## src/sv/hcbp_pkg.sv

```systemverilog
`timescale 1ns / 1ps

package hcbp_pkg;

	localparam int SYM_W            = 8;
	localparam int NUM_SYMBOLS      = 256;
	localparam int CODE_W           = 32;
	localparam int LEN_W            = 6;
	localparam int BYTE_W           = 8;
	localparam int PEND_W           = 7;
	localparam int ACC_W            = PEND_W + CODE_W;
	localparam int TOT_W            = 6;
	localparam int MAX_CODE_LEN_DEF = 32;
	localparam int QUEUE_DEPTH      = 4;
	localparam int QPTR_W           = $clog2(QUEUE_DEPTH);

	localparam logic [1:0] REQ_LOAD   = 2'd0;
	localparam logic [1:0] REQ_ENCODE = 2'd1;
	localparam logic [1:0] REQ_FLUSH  = 2'd2;

	// one table entry, code right-aligned
	typedef struct packed {
		logic [LEN_W-1:0]  len;
		logic [CODE_W-1:0] bits;
	} code_t;

	// work handed from the front to the back
	typedef struct packed {
		logic              flush;
		logic [CODE_W-1:0] bits;
		logic [LEN_W-1:0]  len;
	} entry_t;

endpackage

```

## src/sv/hcbp_back.sv

```systemverilog
`timescale 1ns / 1ps

module hcbp_back (
	input  logic                         clk,
	input  logic                         arst_n,
	input  logic                         pop_valid,
	output logic                         pop_ready,
	input  hcbp_pkg::entry_t             pop_entry,
	output logic                         out_valid,
	input  logic                         out_ready,
	output logic [hcbp_pkg::BYTE_W-1:0]  out_byte,
	output logic                         out_last
);

	logic [hcbp_pkg::ACC_W-1:0]  acc_q;
	logic [hcbp_pkg::TOT_W-1:0]  total_q;
	logic                        out_valid_q;
	logic [hcbp_pkg::BYTE_W-1:0] out_byte_q;
	logic                        out_last_q;

	logic                        advance;
	logic                        has_byte;
	logic                        can_pop;
	logic                        do_pop;
	logic [hcbp_pkg::TOT_W-1:0]  rem;
	logic [hcbp_pkg::PEND_W-1:0] pend;
	logic [hcbp_pkg::ACC_W-1:0]  shifted;
	logic [hcbp_pkg::ACC_W-1:0]  merged;
	logic [hcbp_pkg::BYTE_W-1:0] flush_byte;
	logic [3:0]                  flush_sh;

	assign advance  = !out_valid_q || out_ready;
	assign has_byte = (total_q >= hcbp_pkg::TOT_W'(hcbp_pkg::BYTE_W));
	// bits left once this cycle's byte, if any, has gone out
	assign rem      = has_byte ? total_q - hcbp_pkg::TOT_W'(hcbp_pkg::BYTE_W) : total_q;
	// an encode may load during the last byte of the one before; a flush may not
	assign can_pop  = pop_entry.flush ? !has_byte :
		(rem < hcbp_pkg::TOT_W'(hcbp_pkg::BYTE_W));
	assign pop_ready = advance && can_pop;
	assign do_pop    = pop_valid && pop_ready;

	assign pend    = acc_q[hcbp_pkg::PEND_W-1:0] & ~({hcbp_pkg::PEND_W{1'b1}} << rem[2:0]);
	assign shifted = acc_q >> (total_q - hcbp_pkg::TOT_W'(hcbp_pkg::BYTE_W));
	assign merged  = ({{hcbp_pkg::CODE_W{1'b0}}, pend} << pop_entry.len)
		| {{hcbp_pkg::PEND_W{1'b0}}, pop_entry.bits};
	assign flush_sh   = 4'(hcbp_pkg::BYTE_W) - {1'b0, total_q[2:0]};
	assign flush_byte = {1'b0, pend} << flush_sh;

	always_ff @(posedge clk or negedge arst_n) begin
		if (!arst_n) begin
			acc_q       <= '0;
			total_q     <= '0;
			out_valid_q <= 1'b0;
			out_byte_q  <= '0;
			out_last_q  <= 1'b0;
		end else if (advance) begin
			out_valid_q <= 1'b0;
			if (has_byte) begin
				out_valid_q <= 1'b1;
				out_byte_q  <= shifted[hcbp_pkg::BYTE_W-1:0];
				out_last_q  <= (rem < hcbp_pkg::TOT_W'(hcbp_pkg::BYTE_W));
				total_q     <= rem;
			end
			if (do_pop) begin
				if (pop_entry.flush) begin
					if (total_q != '0) begin
						out_valid_q <= 1'b1;
						out_byte_q  <= flush_byte;
						out_last_q  <= 1'b1;
					end
					acc_q   <= '0;
					total_q <= '0;
				end else begin
					acc_q   <= merged;
					total_q <= rem + pop_entry.len;
				end
			end
		end
	end

	assign out_valid = out_valid_q;
	assign out_byte  = out_byte_q;
	assign out_last  = out_last_q;

	a_total_range: assert property (@(posedge clk) disable iff (!arst_n)
		total_q <= hcbp_pkg::TOT_W'(hcbp_pkg::ACC_W))
		else $error("accumulator count out of range");

	a_flush_drained: assert property (@(posedge clk) disable iff (!arst_n)
		(do_pop && pop_entry.flush) |-> (total_q < hcbp_pkg::TOT_W'(hcbp_pkg::BYTE_W)))
		else $error("flush taken with whole bytes pending");

	a_stall_freezes: assert property (@(posedge clk) disable iff (!arst_n)
		(out_valid && !out_ready) |=> ($stable(total_q) && $stable(acc_q)))
		else $error("accumulator moved while output stalled");

endmodule

```

## config.mk

```make
export PLATFORM = sky130hd
export DESIGN_NAME = hcbp_back
export DESIGN_NICKNAME = d
export VERILOG_FILES = /design/src/sv/hcbp_pkg.sv /design/src/sv/hcbp_back.sv
export SDC_FILE = /design/constraint.sdc
export NUM_CORES = 1
export LEC_CHECK = 0
export ABC_AREA = 1
export BUFFER_PORTS_ARGS = -buffer_cell sky130_fd_sc_hd__clkbuf_2
export CAP_MARGIN = 20
export CORE_UTILIZATION = 50
export DETAILED_ROUTE_END_ITERATION = 6
export GPL_TIMING_DRIVEN = 0
export PLACE_DENSITY_LB_ADDON = 0.12
export SLEW_MARGIN = 20
export SYNTH_ARGS = -nofsm -noshare
export SYNTH_HDL_FRONTEND = slang
export SYNTH_SLANG_ARGS = --single-unit
```

## constraint.sdc

```tcl
create_clock -name clk -period 3.9 [get_ports clk]
set_clock_uncertainty 0.2 [all_clocks]
set_input_delay 0.78 -clock clk [delete_from_list [all_inputs] [get_ports clk]]
set_output_delay 0.78 -clock clk [all_outputs]
set_load 0.005 [all_outputs]
```

==> results.toml, run 1 <==
[global_route]
grt_pass1_vias = 5868
grt.overflow.total = 0
grt_pass1_wl_um = 29800
antenna_found_initial = 0
grt_max_degree = 56
grt_usage = 0.351

[yosys]
syn-cell-area_mm2 = 0.00520
synth_area_per_cell_um2 = 5.94
yosysWarnings = 0
ys_seq_area_frac = 0.264
synth_edf_count = 0
ys_ff_latch = 55
syn-num-nets = 930
synth-main-ff-cell = "dfrtp_1"
synth.distinct_cells = 44
async_flop_share = 1.00
syn_inst = 876

[timing]
slew_viol_final = 0
worst_pin_slew_ps = 785
hold_viol_final = 0
period_minus_slack_ps = 3070
fmaxAchievable_ghz = 0.326
grt_setup_unrepaired = "false"
maxSlewHeadroom = 0.477
post-route-period-util = 0.787
tns_ps = 0
finalSetupViolCount = 0

[cts]
cts_sinks = 55
clock_latency_ps = 330
cts_tree = "built"
h-tree-depth = 2
clockBufferDepth = 2
root_buffer = "clkbuf_8"
cts_hold_buffers = 0
numCtsBuffers = 5
cts.clk_slew.worst_paths_ps = 100
post_cts_buffers = 0
cts_resized = 0

[setup_path]
crit_path_end = "acc_q[9]$_DFFE_PN0P_"
cp.arrival_ps = 3090
cp-startpoint = "total_q[0]$_DFFE_PN0P_"
crit_type = "reg -> reg"
required_ps = 3920
worst_r2r_path_depth = 16
cp-end-kind = "flip-flop"
regToRegEndpoint = "acc_q[9]$_DFFE_PN0P_"
start_kind = "flip-flop"
r2r_slack_ps = 830
reg2reg_from = "total_q[0]$_DFFE_PN0P_"
path_max_fanout = 11

[final_layout]
fillers = 1079
area_delta_synth_final_pct = 10.5
finalNetCount = 989
layout.cells.most_common = "nand2_1"
final_area_mm2 = 0.00575
multi_input_area_mm2 = 0.00336
drive_above_1_share = 0.127
final_util = 0.580
final_cell_mix = "nand2_1, nand3_1, o21ai_1"
regArea_mm2 = 0.00138
n_antenna_cell = 0

[floorplanning]
rows = 36
die_area_mm2 = 0.0108
start_util = 0.525
core_area_mm2 = 0.00991
io_pins = 54
die_x_um = 104
chipHeight_um = 104

[detailed_routing]
vias_per_cell = 5.87
drt-initial-drc-count = 707
postRouteAntennaNets = 0
drc = 5
dr.pass1.iters = 7
top_layer = "met4"
met2_length_um = 8590
met3WireLength_um = 1750
wl_um = 18900
via_count = 6277
wl_met1_um = 7870
routedWlPerCell_um = 17.7

[place]
dpl_cell_area_mm2 = 0.00563
port-buffer-count = 52
dp.final_hpwl_um = 15500
finalWeightedCongestion = 0.989

[status]
status = "finished with violations"
violations = "design-rule violations"

[pwr]
leakagePower_nw = 2.97
power.density_mw_per_mm2 = 852
total_power_mw = 4.90
peakVddDrop_mv = 0.377

[flow_run]
cap_violations = 0

[hold_path]
hold_path_class = "reg -> reg"
-- how the worst min path moves through the flow --
| stage | slack, ps | endpoint | startpoint | cells after the start |
|---|---|---|---|---|
| 6_report | 320 | acc_q[8]$_DFFE_PN0P_ | acc_q[8]$_DFFE_PN0P_ | 2 |
| 5_1_grt | 340 | acc_q[8]$_DFFE_PN0P_ | acc_q[8]$_DFFE_PN0P_ | 2 |
| 4_1_cts | 320 | acc_q[8]$_DFFE_PN0P_ | acc_q[8]$_DFFE_PN0P_ | 2 |
| 3_5_place_dp | 290 | acc_q[8]$_DFFE_PN0P_ | acc_q[8]$_DFFE_PN0P_ | 2 |
| 3_3_place_gp | 290 | acc_q[37]$_DFFE_PN0P_ | acc_q[37]$_DFFE_PN0P_ | 2 |
| 2_1_floorplan | 270 | acc_q[28]$_DFFE_PN0P_ | acc_q[28]$_DFFE_PN0P_ | 2 |
-- sequential cells by signal, indices dropped and copies added, names as in the netlist --
| name | count |
|---|---|
| out_byte | 8 |
| out_last | 1 |
| acc_q | 39 |
| total_q | 6 |
| out_valid | 1 |
-- through the flow --
stage          hold slack [ps]  setup WS [ps]  cells
3_3_place_gp               294            961   1061
4_1_cts                    318            903   1069
2_1_floorplan              266           1470    876
6_report                   320            830   1069
3_5_place_dp               292            915   1061
5_1_grt                    336            714   1069
-- area by class of cell --
| type | count | area share |
|---|---|---|
| Buffer | 46 | 0.0416 |
| Clock buffer | 5 | 0.0120 |
| Clock inverter | 3 | 0.00827 |
| Inverter | 59 | 0.0390 |
| Multi-Input combinational cell | 716 | 0.585 |
| Sequential cell | 55 | 0.239 |
| Tap cell | 133 | 0.0289 |
| Timing Repair Buffer | 52 | 0.0457 |
-- synth_stat cells (2+ instances only) --
cell | n | share of area
clkinv_1 | 2 | 0.0014
mux2i_1 | 2 | 0.0038
ha_1 | 10 | 0.024
dfrtp_1 | 55 | 0.26
inv_1 | 42 | 0.030
a21oi_1 | 26 | 0.025
o22ai_1 | 5 | 0.0060
nand2_1 | 339 | 0.24
clkbuf_1 | 12 | 0.0087
o21bai_1 | 6 | 0.0087
buf_2 | 17 | 0.016
o21ai_0 | 30 | 0.029
nand3_2 | 2 | 0.0038
buf_4 | 8 | 0.012
o21ai_1 | 59 | 0.057
nor2_1 | 45 | 0.032
buf_1 | 7 | 0.0051
nand2_2 | 2 | 0.0024
nor2_2 | 6 | 0.0072
inv_2 | 14 | 0.010
o211ai_1 | 11 | 0.016
nand4_1 | 3 | 0.0036
xnor2_1 | 2 | 0.0034
nor3_1 | 5 | 0.0048
nand3_1 | 136 | 0.13
nor2_4 | 3 | 0.0065
a211oi_1 | 2 | 0.0029
a31oi_1 | 8 | 0.0096
buf_6 | 2 | 0.0043
-- power breakdown --
part	internal, mW	leakage, nW	switching, mW
Sequential	0.825	0.708	0.273
Combinational	1.12	2.20	2.29
Clock	0.195	0.0587	0.204
-- kinds of logic after synthesis --
group,synth area share
mux,0.00385
xor+xnor,0.00505
compound gates,0.165
buf+inv,0.0890
simple gates,0.445
flops,0.264
fa+ha+maj,0.0279
-- worst max-delay path, cell delays in order, from the launching register on --
cell     delay, ps
dfrtp_1        450
inv_2          140
buf_2          250
buf_4          220
ha_1           150
inv_1           40
ha_1           170
nand2_1         60
inv_1           80
o21ai_1        230
nand2_1        130
nand3_1        110
nand2_1        130
o21ai_1        300
nor2_1          70
o21ai_1        150
nand2_1         70
-- metal layers --
| metal | vias to the layer above | track usage |
|---|---|---|
| li1 | 3015 | - |
| met1 | 2869 | 0.457 |
| met2 | 340 | 0.551 |
| met3 | 53 | 0.0783 |
| met4 | 0 | 0.166 |
| met5 | - | 0 |
(Power assumes the default switching activity.)
==> run 2: changes to the inputs <==
- clock period: 3.9 -> 2.8 ns (I/O delays scaled with it)
==> results.toml, run 2 (synthesis results as in run 1) <==
[status]
status = "complete, no violations"

[final_layout]
fillers = 1062
layout.cells.most_common = "nand2_1"
multi_input_area_mm2 = 0.00343
n_antenna_cell = 0
area_delta_synth_final_pct = 12.7
finalNetCount = 993
top_register = "acc_q"
regArea_mm2 = 0.00138
largest_register_ffs = 39
drive_above_1_share = 0.149
final_cell_mix = "nand2_1, nand3_1, o21ai_1, dfrtp_1, clkbuf_2"

[cts]
cts_hold_buffers = 0
root_buffer = "clkbuf_8"
cts_sinks = 55
numCtsBuffers = 5
cts_tree = "built"
cts.clk_slew.worst_paths_ps = 110
clock_latency_ps = 330
h-tree-depth = 2
clockBufferDepth = 2

[timing]
hold_slack_ps = 109
worst_pin_slew_ps = 798
period_minus_slack_ps = 2710
finalSetupViolCount = 0
post-route-period-util = 0.969
slew_viol_final = 0
fmaxAchievable_ghz = 0.369
hold_viol_final = 0
maxSlewHeadroom = 0.468

[detailed_routing]
dr.pass1.iters = 6
via_count = 6299
postRouteAntennaNets = 0
drc = 0
wl_um = 19100
drt-initial-drc-count = 682
routedWlPerCell_um = 17.8
vias_per_cell = 5.87

[floorplanning]
core_area_mm2 = 0.00991
die_x_um = 104
io_pins = 54
rows = 36
start_util = 0.525
die_area_mm2 = 0.0108
chipHeight_um = 104

[setup_path]
required_ps = 2820
cpPeakStageDelay_ps = 390
path_depth = 18
slowest_stage = "dfrtp_1"
cp_cell_sequence = "buf_4 -> inv_2 -> buf_8 -> buf_12 -> ha_1 -> inv_1 -> ha_1 -> nand2_1 -> inv_2 -> o21ai_2 -> nand2_1 -> nand3_1 -> o21ai_2 -> or2_1 -> nand3_1 -> nand2_1 -> nand2_1 -> nand2_1"
critPathTopFamily = "simple AND/OR/NAND/NOR gates"
path_max_fanout = 11
start_kind = "flip-flop"
critPathMostFrequentCell = "nand2_1"
cp.arrival_ps = 2740
crit_type = "reg -> reg"
cp-end-kind = "flip-flop"
path_buf_inv = 6
worst_r2r_path_depth = 18

[place]
finalWeightedCongestion = 0.989
dp.final_hpwl_um = 15500
port-buffer-count = 52

[pwr]
internal_power_mw = 3.05
total_power_mw = 6.93
pwr-share-seq = 0.220
leakagePower_nw = 3.02
power.density_mw_per_mm2 = 1180
peakVddDrop_mv = 0.529
swShare = 0.560
power_switching_mw = 3.88
power_frac_comb = 0.700
clock_power_share = 0.080

[flow_run]
cap_violations = 0

[global_route]
grt.overflow.total = 0
antenna_found_initial = 0
grt_usage = 0.351
grt_pass1_vias = 5871
grt_pass1_wl_um = 29800
grt_max_degree = 56

[hold_path]
hold_path_class = "in -> async"
run 2: cell count changes in the layout (fill, tap and decap cells not counted), sizes merged:
cell	change
buf	+4
run 2: power by group through the flow:
stage / registers [mW] / clock network, mW / logic, mW
3_3_place_gp: 1.51 / 0 / 4.51
2_1_floorplan: 1.39 / 0 / 3.37
4_1_cts: 1.50 / 0.556 / 4.63
3_5_place_dp: 1.52 / 0 / 4.59
5_1_grt: 1.56 / 0.586 / 5.35
6_report: 1.52 / 0.551 / 4.85
run 2: timing repair:
item	in CTS	in global routing
pin swaps	1	5
endpoints found under the setup margin	16	39
resized for setup	4	22
setup buffers	1	4
hold endpoints to repair	0	0
run 2: path summary, 6_finish.rpt:
check,start,end,slack (ps)
max,total_q[1]$_DFFE_PN0P_,acc_q[28]$_DFFE_PN0P_,90
min,arst_n,out_byte[3]$_DFFE_PN0P_,110
max reg2reg,total_q[1]$_DFFE_PN0P_,acc_q[28]$_DFFE_PN0P_,90
min reg2reg,acc_q[8]$_DFFE_PN0P_,acc_q[8]$_DFFE_PN0P_,320
max in group asynchronous,arst_n,total_q[3]$_DFFE_PN0P_,1740
min in group clk,pop_entry[31],acc_q[25]$_DFFE_PN0P_,250
run 2: routing by layer:
metal | GRT usage | part of all wire | routed length (um)
met1 | 0.457 | 0.41 | 7840
met3 | 0.0783 | 0.099 | 1890
met5 | 0 | 0 | 0
met4 | 0.162 | 0.040 | 758
met2 | 0.553 | 0.45 | 8620
run 2: through the flow:
stage,instance area (um^2),setup WS [ps],instances,util,TNS [ps]
floorplan,5200,365,876,-,0
global placement,5630,-139,1061,0.568,-448
detailed placement,5630,-185,1061,0.568,-709
CTS,5770,4.43,1069,0.582,0
global route,5860,-13.7,1073,0.592,-13.7
finish,5860,86.3,1073,0.592,0
run 2: worst register-to-register path, stage by stage, from the launching register on:
cell,delay (ps)
dfrtp_1,390
buf_4,170
inv_2,90
buf_8,120
buf_12,130
ha_1,140
inv_1,40
ha_1,170
nand2_1,80
inv_2,60
o21ai_2,180
nand2_1,100
nand3_1,110
o21ai_2,90
or2_1,240
nand3_1,90
nand2_1,60
nand2_1,70
nand2_1,60
run 2: cell type report:
type / instances / area share
Clock inverter: 3 / 0.00811
Inverter: 59 / 0.0386
Buffer: 45 / 0.0429
Multi-Input combinational cell: 716 / 0.584
Timing Repair Buffer: 57 / 0.0512
Tap cell: 133 / 0.0284
Sequential cell: 55 / 0.235
Clock buffer: 5 / 0.0117
