[src/sv/hcbp_pkg.sv]
`timescale 1ns / 1ps

package hcbp_pkg;

	localparam int SYM_W            = 8;
	localparam int NUM_SYMBOLS      = 256;
	localparam int CODE_W           = 32;
	localparam int LEN_W            = 6;
	localparam int BYTE_W           = 8;
	localparam int PEND_W           = 7;
	localparam int ACC_W            = PEND_W + CODE_W;
	localparam int TOT_W            = 6;
	localparam int MAX_CODE_LEN_DEF = 32;
	localparam int QUEUE_DEPTH      = 4;
	localparam int QPTR_W           = $clog2(QUEUE_DEPTH);

	localparam logic [1:0] REQ_LOAD   = 2'd0;
	localparam logic [1:0] REQ_ENCODE = 2'd1;
	localparam logic [1:0] REQ_FLUSH  = 2'd2;

	// one table entry, code right-aligned
	typedef struct packed {
		logic [LEN_W-1:0]  len;
		logic [CODE_W-1:0] bits;
	} code_t;

	// work handed from the front to the back
	typedef struct packed {
		logic              flush;
		logic [CODE_W-1:0] bits;
		logic [LEN_W-1:0]  len;
	} entry_t;

endpackage

[src/sv/hcbp_queue.sv]
`timescale 1ns / 1ps

module hcbp_queue (
	input  logic             clk,
	input  logic             arst_n,
	input  logic             push_valid,
	output logic             push_ready,
	input  hcbp_pkg::entry_t push_entry,
	output logic             pop_valid,
	input  logic             pop_ready,
	output hcbp_pkg::entry_t pop_entry
);

	hcbp_pkg::entry_t            slot_q [hcbp_pkg::QUEUE_DEPTH];
	logic [hcbp_pkg::QPTR_W-1:0] wr_ptr_q;
	logic [hcbp_pkg::QPTR_W-1:0] rd_ptr_q;
	logic [hcbp_pkg::QPTR_W:0]   count_q;
	logic                        do_push;
	logic                        do_pop;

	assign push_ready = (count_q != (hcbp_pkg::QPTR_W+1)'(hcbp_pkg::QUEUE_DEPTH));
	assign pop_valid  = (count_q != '0);
	assign pop_entry  = slot_q[rd_ptr_q];
	assign do_push    = push_valid && push_ready;
	assign do_pop     = pop_valid && pop_ready;

	always_ff @(posedge clk) begin
		if (do_push) begin
			slot_q[wr_ptr_q] <= push_entry;
		end
	end

	always_ff @(posedge clk or negedge arst_n) begin
		if (!arst_n) begin
			wr_ptr_q <= '0;
			rd_ptr_q <= '0;
			count_q  <= '0;
		end else begin
			if (do_push) begin
				wr_ptr_q <= wr_ptr_q + 1'b1;
			end
			if (do_pop) begin
				rd_ptr_q <= rd_ptr_q + 1'b1;
			end
			if (do_push && !do_pop) begin
				count_q <= count_q + 1'b1;
			end else if (do_pop && !do_push) begin
				count_q <= count_q - 1'b1;
			end
		end
	end

endmodule

[config.mk]
export PLATFORM = sky130hd
export DESIGN_NAME = hcbp_queue
export DESIGN_NICKNAME = d
export VERILOG_FILES = /design/src/sv/hcbp_pkg.sv /design/src/sv/hcbp_queue.sv
export SDC_FILE = /design/constraint.sdc
export NUM_CORES = 1
export LEC_CHECK = 0
export ABC_AREA = 1
export BUFFER_PORTS_ARGS = -buffer_cell sky130_fd_sc_hd__clkbuf_2
export CORE_MARGIN = 2
export CORE_UTILIZATION = 25
export DETAILED_ROUTE_END_ITERATION = 10
export PLACE_DENSITY = 0.4
export SETUP_SLACK_MARGIN = 0.5
export SYNTH_ARGS = -nofsm -noshare
export SYNTH_HDL_FRONTEND = slang
export SYNTH_SLANG_ARGS = --single-unit
[constraint.sdc]
create_clock -name clk -period 3.1 [get_ports clk]
set_input_delay 0.62 -clock clk [delete_from_list [all_inputs] [get_ports clk]]
set_output_delay 0.62 -clock clk [all_outputs]
set_load 0.005 [all_outputs]
==> metrics.txt, run 1 <==
Routed WL=14.51 mm; Cell variety after synth=17; RePlAce Congestion=0.7306; P_leak=3.286 nW; number of flops mapped to enable cells by yosys=156; Std-Cell Rows=59; Worst-path clk slew=0.07 ns; core area=26130 µm²; Final Max Slew Viols=0; Final Hold Fails=0; unrepaired setup endpoints after global routing=no; Die W=167.4 µm; drt wl/cell=15.27 µm; Pwr Density=948.9 nW/µm²; total power draw=0.007729 W; Clk Latency, worst-skew pair=0.42 ns; Startpoint Class=flip-flop; Post-synth ARST share=4.294%; deepest clock path buffer count=2; Tmin final=2.471 ns; Crit. End Element=output pin; starting density of the core=25.53%; required time of the critical path=2.48 ns; Worst Path Max Fanout=50; Setup Buffers After CTS=0; largest net degree at the start of global routing=59; Max VDD drop=0.3691 mV; placed insts=916; worst-case reg-to-reg path depth=9; Mapped Nets=564; Synth Warn #=0; dpl cell area=7452 µm²; total die area=28010 µm²; final hold slack=0.02830 ns; CTS Buf Count=17; Worst-Margin Slew=0.5393 ns; skew final=0.009299 ns; Setup TNS=0 ns; layout filler cell count=2657; antenna diode count=0; nets=651; antenna violations before repair=0; FF+latch count, synth=163; Mapped Cells=515; Pre-antenna DRT Iters=7; Initial DRC Count=266; sequential area share after synthesis=72.83%; period utilization=79.72%; antenna-violating nets left=0; TritonCTS clock tree=yes; most frequent cell after synthesis=edfxtp_1; critical path class=reg -> out; vias in the first global route=3823; Post-Syn Area=6673 µm²; top-area cell type share of the netlist area=70.20%; critical path arrival=1.85 ns; Final Instance Area=8145 µm²; hold crit path type=in -> async; largest area contributor in the netlist=edfxtp_1; H-tree depth=4; Syn Area/Cell=12.96 µm²; leading cell types by count after synthesis=edfxtp_1, nand2_1, inv_1, o211ai_1, buf_6; clk sinks=163; R2R setup slack=0.96 ns; Layout area overhead=22.07%; Slew HR=64.05%; run status=complete, but fails checks; # DRC=4; Port Buffers=83; maximum operating frequency=404.6 MHz; Vias=3968; Area contributors post-synth=edfxtp_1, o211ai_1, nand2_1; dpl hpwl=8.948 mm; Layout Cells excl Fill=950; max cap viols=0; Vias/cell=4.177; Die H=167.4 µm; global-route wire length before repair=21.73 mm; failing checks=DRC; top-level I/O count=84; GRT overflow=0; number of setup violations in the final report=0; CTS Root Cell=clkbuf_16; top_reg_cell synth=edfxtp_1; share of layout cells above drive strength 1=21.46%; GRT Total Usage=10.41%
[power breakdown]
group / internal (W) / total [W] / switching [W]
Clock: 0.00121 / 0.00211 / 0.000893
Combinational: 0.000975 / 0.00260 / 0.00163
Sequential: 0.00290 / 0.00302 / 0.000121
Total: 0.00509 / 0.00773 / 0.00264
[placed cells by master, fill, tap and decap left out]
cell | synthesis | layout
buf_12 | 0 | 3
buf_16 | 0 | 2
buf_4 | 0 | 4
bufinv_16 | 0 | 3
clkbuf_16 | 0 | 19
clkbuf_2 | 1 | 83
clkinv_1 | 0 | 1
clkinv_2 | 0 | 1
clkinv_4 | 0 | 3
clkinv_8 | 0 | 1
clkinvlp_4 | 0 | 1
dfrtp_1 | 7 | 6
dfrtp_2 | 0 | 1
edfxtp_1 | 156 | 156
fa_1 | 1 | 1
ha_1 | 5 | 5
inv_1 | 93 | 92
inv_4 | 0 | 1
inv_6 | 0 | 4
inv_8 | 0 | 2
nand2_1 | 134 | 134
nand3_1 | 7 | 7
nand4_1 | 1 | 1
nor2_4 | 0 | 4
o211ai_1 | 78 | 78
o21ai_0 | 1 | 1
xnor2_1 | 1 | 1
[per-layer routing]
metal	vias up	GRT usage [%]	part of all wire [%]
met5	-	0	0
met4	0	3.856	1.6
met3	16	3.073	4.9
met2	80	16.72	48
met1	1917	13.34	45
li1	1955	-	-
[area by class of cell]
| type | instances | area, µm² | area share, % |
|---|---|---|---|
| tap | 335 | 419.2 | 5.146 |
| sequential | 163 | 4861 | 59.68 |
| clock buffer | 17 | 425.4 | 5.223 |
| clock inverter | 15 | 176.4 | 2.166 |
| multi-input combinational | 232 | 1271 | 15.61 |
| inverter | 94 | 381.6 | 4.685 |
| timing repair buffer | 94 | 610.6 | 7.496 |
[flip-flops by register name, summed over array words and instances, names as in the netlist]
signal    count
slot_q      156
count_q       3
wr_ptr_q      2
rd_ptr_q      2
[cell families (layout without fill, tap and decap cells)]
kind of cell               Yosys count  in the layout  synth area share (%)
AOI/OAI and AO/OA                   79             79                 8.850
xor gates and xnor gates             1              1                0.1313
adders and majority gates            6              6                 1.238
buffers and inverters              120            220                 8.569
DFF                                163            163                 72.83
and+or+nand+nor                    146            146                 8.382
[path summary, 6_finish.rpt]
kind                                          from                 endpoint
max                        rd_ptr_q[0]$_DFFE_PN0P_            pop_entry[38]
min                                         arst_n   count_q[0]$_DFFE_PN0P_
max reg2reg                 count_q[0]$_DFFE_PN0P_   count_q[1]$_DFFE_PN0P_
min reg2reg                rd_ptr_q[0]$_DFFE_PN0P_  rd_ptr_q[0]$_DFFE_PN0P_
max in group asynchronous                   arst_n  rd_ptr_q[1]$_DFFE_PN0P_
min in group clk                    push_entry[36]  slot_q[3][36]$_DFFE_PP_
[metrics by stage]
step / util (%) / setup slack [ns]
2_1_floorplan: - / 0.2505
5_1_grt: 31.17 / 0.5151
6_report: 31.17 / 0.6287
3_3_place_gp: 28.52 / 0.9006
4_1_cts: 30.84 / 0.5149
3_5_place_dp: 28.52 / 0.9046
[critical path, stage by stage, from the launching register on]
cell	delay [ns]
dfrtp_1	0.41
bufinv_16	0.33
buf_16	0.22
nand2_1	0.07
o211ai_1	0.08
nand2_1	0.14
clkbuf_2	0.14
[what timing repair did]
item	in CTS	in global routing
hold buffers	0	0
cloned	0	2
gates resized for setup	2	7
endpoints found under the setup margin	23	19
No activity file was read; power rests on OpenSTA's default activity.
==> run 2: changes to the inputs <==
--- a/config.mk
+++ b/config.mk
@@ -10,7 +10,7 @@
 export CORE_MARGIN = 2
 export CORE_UTILIZATION = 25
 export DETAILED_ROUTE_END_ITERATION = 10
-export PLACE_DENSITY = 0.4
+export PLACE_DENSITY = 0.41
 export SETUP_SLACK_MARGIN = 0.5
 export SYNTH_ARGS = -nofsm -noshare
 export SYNTH_HDL_FRONTEND = slang
==> constraint.sdc (replaced) <==
create_clock -name clk -period 2.05 [get_ports clk]
set_input_delay 0.41 -clock clk [delete_from_list [all_inputs] [get_ports clk]]
set_output_delay 0.41 -clock clk [all_outputs]
set_load 0.005 [all_outputs]
==> run 2 against run 1 <==
  * Critical path type unchanged
  * Count of clock-buffer cells in the layout grew 1
  * Combinational power grew 110%
  * Largest cell class unchanged
  * Clock skew shrank 0.0023 ns
  * Sequential power grew 51%
  * Total power grew 71%
  * The run still ends with DRC left
==> metrics.txt, run 2 (synthesis results as in run 1) <==
critical path arrival=1.62 ns (was 1.85 ns); GRT Total Usage=12.15% (was 10.41%); dpl cell area=7512 µm² (was 7452 µm²); H-tree depth=4 (unchanged); period utilization=99.16%; top flop regs=slot_q x156, count_q x3 (unchanged); WL met2=7.667 mm (was 6.984 mm); Pre-antenna DRT Iters=7 (unchanged); maximum operating frequency=491.9 MHz; Final Max Slew Viols=0 (unchanged); worst-case reg-to-reg path depth=9 (unchanged); Std-Cell Rows=59 (unchanged); top layer in use=met5 (was met4); WP buf/inv=4 (was 3); P_leak=3.569 nW (was 3.286 nW); M1 WL=7.781 mm (was 6.582 mm); Layout area overhead=32.38% (was 22.07%); hold depth=1; deepest clock path buffer count=2 (unchanged); Slew HR=77.98% (was 64.05%); Routed WL=16.39 mm (was 14.51 mm); placed insts=922 (was 916); drt wl/cell=16.66 µm (was 15.27 µm); Startpoint Class=flip-flop (unchanged); Tmin final=2.033 ns; pre-CTS setup slack=0.2204 ns (was 0.9046 ns); top-level I/O count=84 (unchanged); failing checks=DRC (unchanged); Layout Cells excl Fill=984 (was 950); vias in the first global route=4227 (was 3823); global-route wire length before repair=25.23 mm (was 21.73 mm); Pwr Density=1497 nW/µm² (was 948.9 nW/µm²); dpl hpwl=8.764 mm (was 8.948 mm); total length of routed met3 wires=750 µm (was 713 µm); largest register by flop count=slot_q (unchanged); Clk Latency, worst-skew pair=0.42 ns (about the same); crit path cell chain=inv_8 > buf_12 > clkbuf_16 > o211ai_1 > nand2_1 > clkbuf_2 (was bufinv_16 > buf_16 > nand2_1 > o211ai_1 > nand2_1 > clkbuf_2); CTS Buf Count=17 (unchanged); hold crit path type=in -> reg (was in -> async); run status=complete, but fails checks (unchanged); final worst-path setup slack=0.01725 ns (was 0.6287 ns); Vias/cell=4.246 (was 4.177); antenna violations before repair=1 (was 0); share of layout cells above drive strength 1=30.35% (was 21.46%); # DRC=6 (was 4); final hold slack=0.2031 ns (was 0.02830 ns); required time of the critical path=1.64 ns (was 2.48 ns); starting density of the core=25.53% (unchanged); Vias=4178 (was 3968); RePlAce Congestion=0.6616 (was 0.7306); antenna-violating nets left=0 (unchanged); Port Buffers=83 (unchanged); Die H=167.4 µm (unchanged); most frequent cells in the layout=edfxtp_1, nand2_1, inv_1 (unchanged); Crit-path slowest cell=dfrtp_2 (was dfrtp_1); unrepaired setup endpoints after global routing=yes (was no); GRT overflow=0 (unchanged); largest net degree at the start of global routing=35 (was 59); TritonCTS clock tree=yes (unchanged); critical path class=reg -> out (unchanged); family with the most delay on the worst path=buffers and inverters (unchanged); commonest non-fill, non-tap cell in the layout=edfxtp_1 (unchanged); Final Instance Area=8833 µm² (was 8145 µm²); Crit. End Element=output pin (unchanged); CTS Root Cell=clkbuf_16 (unchanged); max cap viols=0 (unchanged); CP Depth=6 (unchanged); Die W=167.4 µm (unchanged); Worst-path clk slew=0.07 ns (about the same); number of setup violations in the final report=0 (unchanged); Worst path max stage delay=0.42 ns (was 0.41 ns); Final Hold Fails=0 (unchanged); total die area=28010 µm² (unchanged); clk sinks=163 (unchanged); nets=685 (was 651); Worst-Margin Slew=0.3303 ns (was 0.5393 ns); core area=26130 µm² (unchanged); skew final=0.007037 ns (was 0.009299 ns); Worst Path Max Fanout=7 (was 50); Largest register FFs=156 (unchanged); Max VDD drop=0.5879 mV (was 0.3691 mV); Initial DRC Count=179 (was 266); antenna diode count=0 (unchanged)
run 2: metrics by stage:
step	total power [W]	utilization (%)	TNS (ns)
2_1_floorplan	0.007134	-	0
3_3_place_gp	0.008524	28.75	0
3_5_place_dp	0.008620	28.75	0
4_1_cts	0.01317	33.17	-0.003738
5_1_grt	0.01407	33.80	-1.329
6_report	0.01322	33.80	0
run 2: final timing paths:
| path | slack (ns) | from | end |
|---|---|---|---|
| setup / recovery | 0.02 | rd_ptr_q[0]$_DFFE_PN0P_ | pop_entry[24] |
| max in group asynchronous | 1.49 | arst_n | rd_ptr_q[1]$_DFFE_PN0P_ |
| hold / removal | 0.20 | push_entry[33] | slot_q[3][33]$_DFFE_PP_ |
| min in group asynchronous | 0.37 | arst_n | wr_ptr_q[1]$_DFFE_PN0P_ |
| setup reg to reg | 0.41 | count_q[1]$_DFFE_PN0P_ | count_q[1]$_DFFE_PN0P_ |
| hold reg to reg | 0.55 | wr_ptr_q[0]$_DFFE_PN0P_ | wr_ptr_q[0]$_DFFE_PN0P_ |
run 2: report_power, final:
| group | switching [W] | internal, W |
|---|---|---|
| Combinational | 0.00300 | 0.00243 |
| Clock | 0.00138 | 0.00184 |
| Sequential | 0.000185 | 0.00438 |
| Total | 0.00457 | 0.00865 |
run 2: final cells by class:
cell class                 count  area (µm²)
inverter                      94       365.4
tap                          335       419.2
clock buffer                  18       429.2
multi-input combinational    232        1395
timing repair buffer         128        1192
clock inverter                14       170.2
sequential                   163        4862
fill                        2597       17300
run 2: worst register-to-register path, cell delays in order (launching register included):
cell	delay, ns
dfrtp_1	0.39
inv_2	0.11
nand3_4	0.13
nand2_8	0.09
inv_4	0.03
ha_4	0.16
inv_4	0.06
fa_2	0.42
nand2_1	0.06
o21ai_1	0.07
run 2: routing by layer:
metal | global-route usage, % | vias to the layer above
li1 | - | 2035
met1 | 16.03 | 2049
met2 | 19.41 | 75
met3 | 3.734 | 17
met4 | 3.365 | 2
met5 | 0 | -
run 2: what timing repair did:
action                                  CTS  global route
pin swaps                                31            17
hold buffers                              1             0
endpoints found under the setup margin  143           175
gates resized for setup                  56            25
buffers inserted                         15             3
hold endpoints to repair                  7             0
gates cloned                              9             2
==> run 3: changes to the inputs <==
--- a/config.mk
+++ b/config.mk
@@ -8,9 +8,10 @@
 export ABC_AREA = 1
 export BUFFER_PORTS_ARGS = -buffer_cell sky130_fd_sc_hd__clkbuf_2
 export CORE_MARGIN = 2
-export CORE_UTILIZATION = 25
+export CORE_UTILIZATION = 31
 export DETAILED_ROUTE_END_ITERATION = 10
-export PLACE_DENSITY = 0.41
+export PLACE_DENSITY = 0.49
+export REMOVE_ABC_BUFFERS = 1
 export SETUP_SLACK_MARGIN = 0.5
 export SYNTH_ARGS = -nofsm -noshare
 export SYNTH_HDL_FRONTEND = slang
==> run 3 against run 2 <==
  * The flow now finishes without violations
  * Non-clock buffer count shrank 1
  * Sequential share of layout area grew 2.1 points
  * Sequential power is essentially flat
  * Register-to-register slack lost 0.04 ns
  * Setup slack gained 0.017 ns
  * Global-route usage grew 1.0 points
  * Worst hold slack lost 0.0024 ns
  * Flip-flop and latch count is the same
  * Final cell count shrank 6.1%
  * Maximum frequency grew 0.82%
  * Clock skew grew 0.0041 ns
  * Largest cell class unchanged
==> metrics.txt, run 3 (synthesis results as in run 1) <==
required time of the critical path=1.64 ns (about the same); Pre-antenna DRT Iters=5 (was 7); largest register by flop count=slot_q (unchanged); total die area=22710 µm² (was 28010 µm²); largest net degree at the start of global routing=42 (was 35); CTS Buf Count=17 (unchanged); deepest clock path buffer count=2 (unchanged); most frequent cells in the layout=edfxtp_1, nand2_1, inv_1 (unchanged); critical path class=reg -> out (unchanged); top flop regs=slot_q x156, count_q x3 (unchanged); drt wl/cell=15.86 µm (was 16.66 µm); Tmin final=2.016 ns (was 2.033 ns); pre-CTS setup slack=0.2331 ns (was 0.2204 ns); worst-case reg-to-reg path depth=10 (was 9); period utilization=98.35% (was 99.16%); top-level I/O count=84 (unchanged); area of the multi-input gates=1344 µm² (was 1395 µm²); vias in the first global route=4003 (was 4227); total power draw=0.01242 W (was 0.01322 W); layout filler cell count=1969 (was 2597); clk sinks=163 (unchanged); Largest register FFs=156 (unchanged); max cap viols=0 (unchanged); Max VDD drop=0.6795 mV (was 0.5879 mV); share of layout cells above drive strength 1=28.20% (was 30.35%); critical path arrival=1.61 ns (was 1.62 ns); core area=21090 µm² (was 26130 µm²); Die H=150.7 µm (was 167.4 µm); Layout area overhead=27.49% (was 32.38%); Routed WL=14.65 mm (was 16.39 mm); TritonCTS clock tree=yes (unchanged); GRT Total Usage=13.16% (was 12.15%); final worst-path setup slack=0.03385 ns (was 0.01725 ns); Vias=4105 (was 4178); P_leak=3.470 nW (was 3.569 nW); Final Hold Fails=0 (unchanged); run status=completed (was complete, but fails checks); Clk Latency, worst-skew pair=0.43 ns (was 0.42 ns); Slew HR=83.87% (was 77.98%); global-route wire length before repair=21.74 mm (was 25.23 mm); R2R setup slack=0.37 ns (was 0.41 ns); number of setup violations in the final report=0 (unchanged); Startpoint Class=flip-flop (unchanged); Crit. End Element=output pin (unchanged); Die W=150.7 µm (was 167.4 µm); antenna diode count=0 (unchanged); Worst-Margin Slew=0.2419 ns (was 0.3303 ns); skew final=0.01114 ns (was 0.007037 ns); RePlAce Congestion=0.6845 (was 0.6616); Std-Cell Rows=53 (was 59); Pwr Density=1460 nW/µm² (was 1497 nW/µm²); GRT overflow=0 (unchanged); Worst Path Max Fanout=32 (was 7); starting density of the core=31.64% (was 25.53%); maximum operating frequency=496.0 MHz (was 491.9 MHz); Final Instance Area=8507 µm² (was 8833 µm²); nets=685 (unchanged); Port Buffers=83 (unchanged); dpl hpwl=8.292 mm (was 8.764 mm); Core Util, Final=40.34% (was 33.80%); hold endpoint=slot_q[2][37]$_DFFE_PP_ (was slot_q[3][33]$_DFFE_PP_); commonest non-fill, non-tap cell in the layout=edfxtp_1 (unchanged); Final Max Slew Viols=0 (unchanged); Vias/cell=4.443 (was 4.246); hold_sp=push_entry[37] (was push_entry[33]); Setup TNS=0 ns (unchanged); antenna-violating nets left=0 (unchanged); hold depth=1 (unchanged); H-tree depth=4 (unchanged); antenna violations before repair=1 (unchanged); CTS Root Cell=clkbuf_16 (unchanged); unrepaired setup endpoints after global routing=yes (unchanged); hold crit path type=in -> reg (unchanged); Worst-path clk slew=0.07 ns (about the same); register area=4863 µm² (was 4862 µm²); Critical R2R Launch=count_q[2]$_DFFE_PN0P_ (was count_q[1]$_DFFE_PN0P_); Initial DRC Count=153 (was 179); end of the worst register-to-register path=count_q[2]$_DFFE_PN0P_ (was count_q[1]$_DFFE_PN0P_); dpl cell area=7500 µm² (was 7512 µm²); # DRC=0 (was 6)
==> run 3: worst max-delay path by stage <==
stage                     slack [ns]                     end                    start
after floorplan                -0.80  slot_q[0][0]$_DFFE_PP_   count_q[0]$_DFFE_PN0P_
after global routing           -0.07           pop_entry[30]  rd_ptr_q[0]$_DFFE_PN0P_
final                           0.03           pop_entry[13]  rd_ptr_q[0]$_DFFE_PN0P_
after global placement          0.32  count_q[2]$_DFFE_PN0P_   count_q[0]$_DFFE_PN0P_
after detailed placement        0.23  count_q[2]$_DFFE_PN0P_   count_q[0]$_DFFE_PN0P_
after CTS                       0.02           pop_entry[13]  rd_ptr_q[0]$_DFFE_PN0P_
==> run 3: per-stage QoR <==
stage | instances | hold slack (ns)
2_1_floorplan | 489 | 0.1144
3_3_place_gp | 864 | 0.2593
3_5_place_dp | 864 | 0.2656
4_1_cts | 917 | 0.1852
5_1_grt | 924 | 0.1804
6_report | 924 | 0.2006
==> run 3: area by class of cell <==
type / count / area share (%)
timing repair inverter: 1 / 0.1324
inverter: 94 / 4.412
multi-input combinational: 232 / 15.80
clock buffer: 17 / 5.001
timing repair buffer: 127 / 11.60
tap: 275 / 4.045
sequential: 163 / 57.17
clock inverter: 15 / 1.839
==> run 3: metal layers <==
layer	up-vias	global-route usage (%)	part of all wire (%)
met5	-	0	0.089
met4	2	4.486	1.7
met3	21	4.909	5.5
met2	90	21.52	50
met1	1965	16.06	43
li1	2027	-	-
==> run 3: power by group <==
part           internal [W]  switching, W
Clock               0.00180       0.00131
Combinational       0.00203       0.00269
Sequential          0.00439      0.000206
Total               0.00822       0.00420
==> run 3: worst max-delay path: stages, from the launching register on <==
cell and delay (ns):
dfrtp_2 0.43, clkinv_8 0.13, buf_16 0.19, o211ai_1 0.19
nand2_1 0.11, clkbuf_2 0.13
==> run 3: repair_timing <==
item / in CTS / in global routing
endpoints found under the hold margin: 7 / 0
pin swaps: 6 / 16
resized for setup: 27 / 33
endpoints found under the setup margin: 199 / 103
hold buffers: 1 / 0
buffers inserted: 18 / 5
cloned: 2 / 2
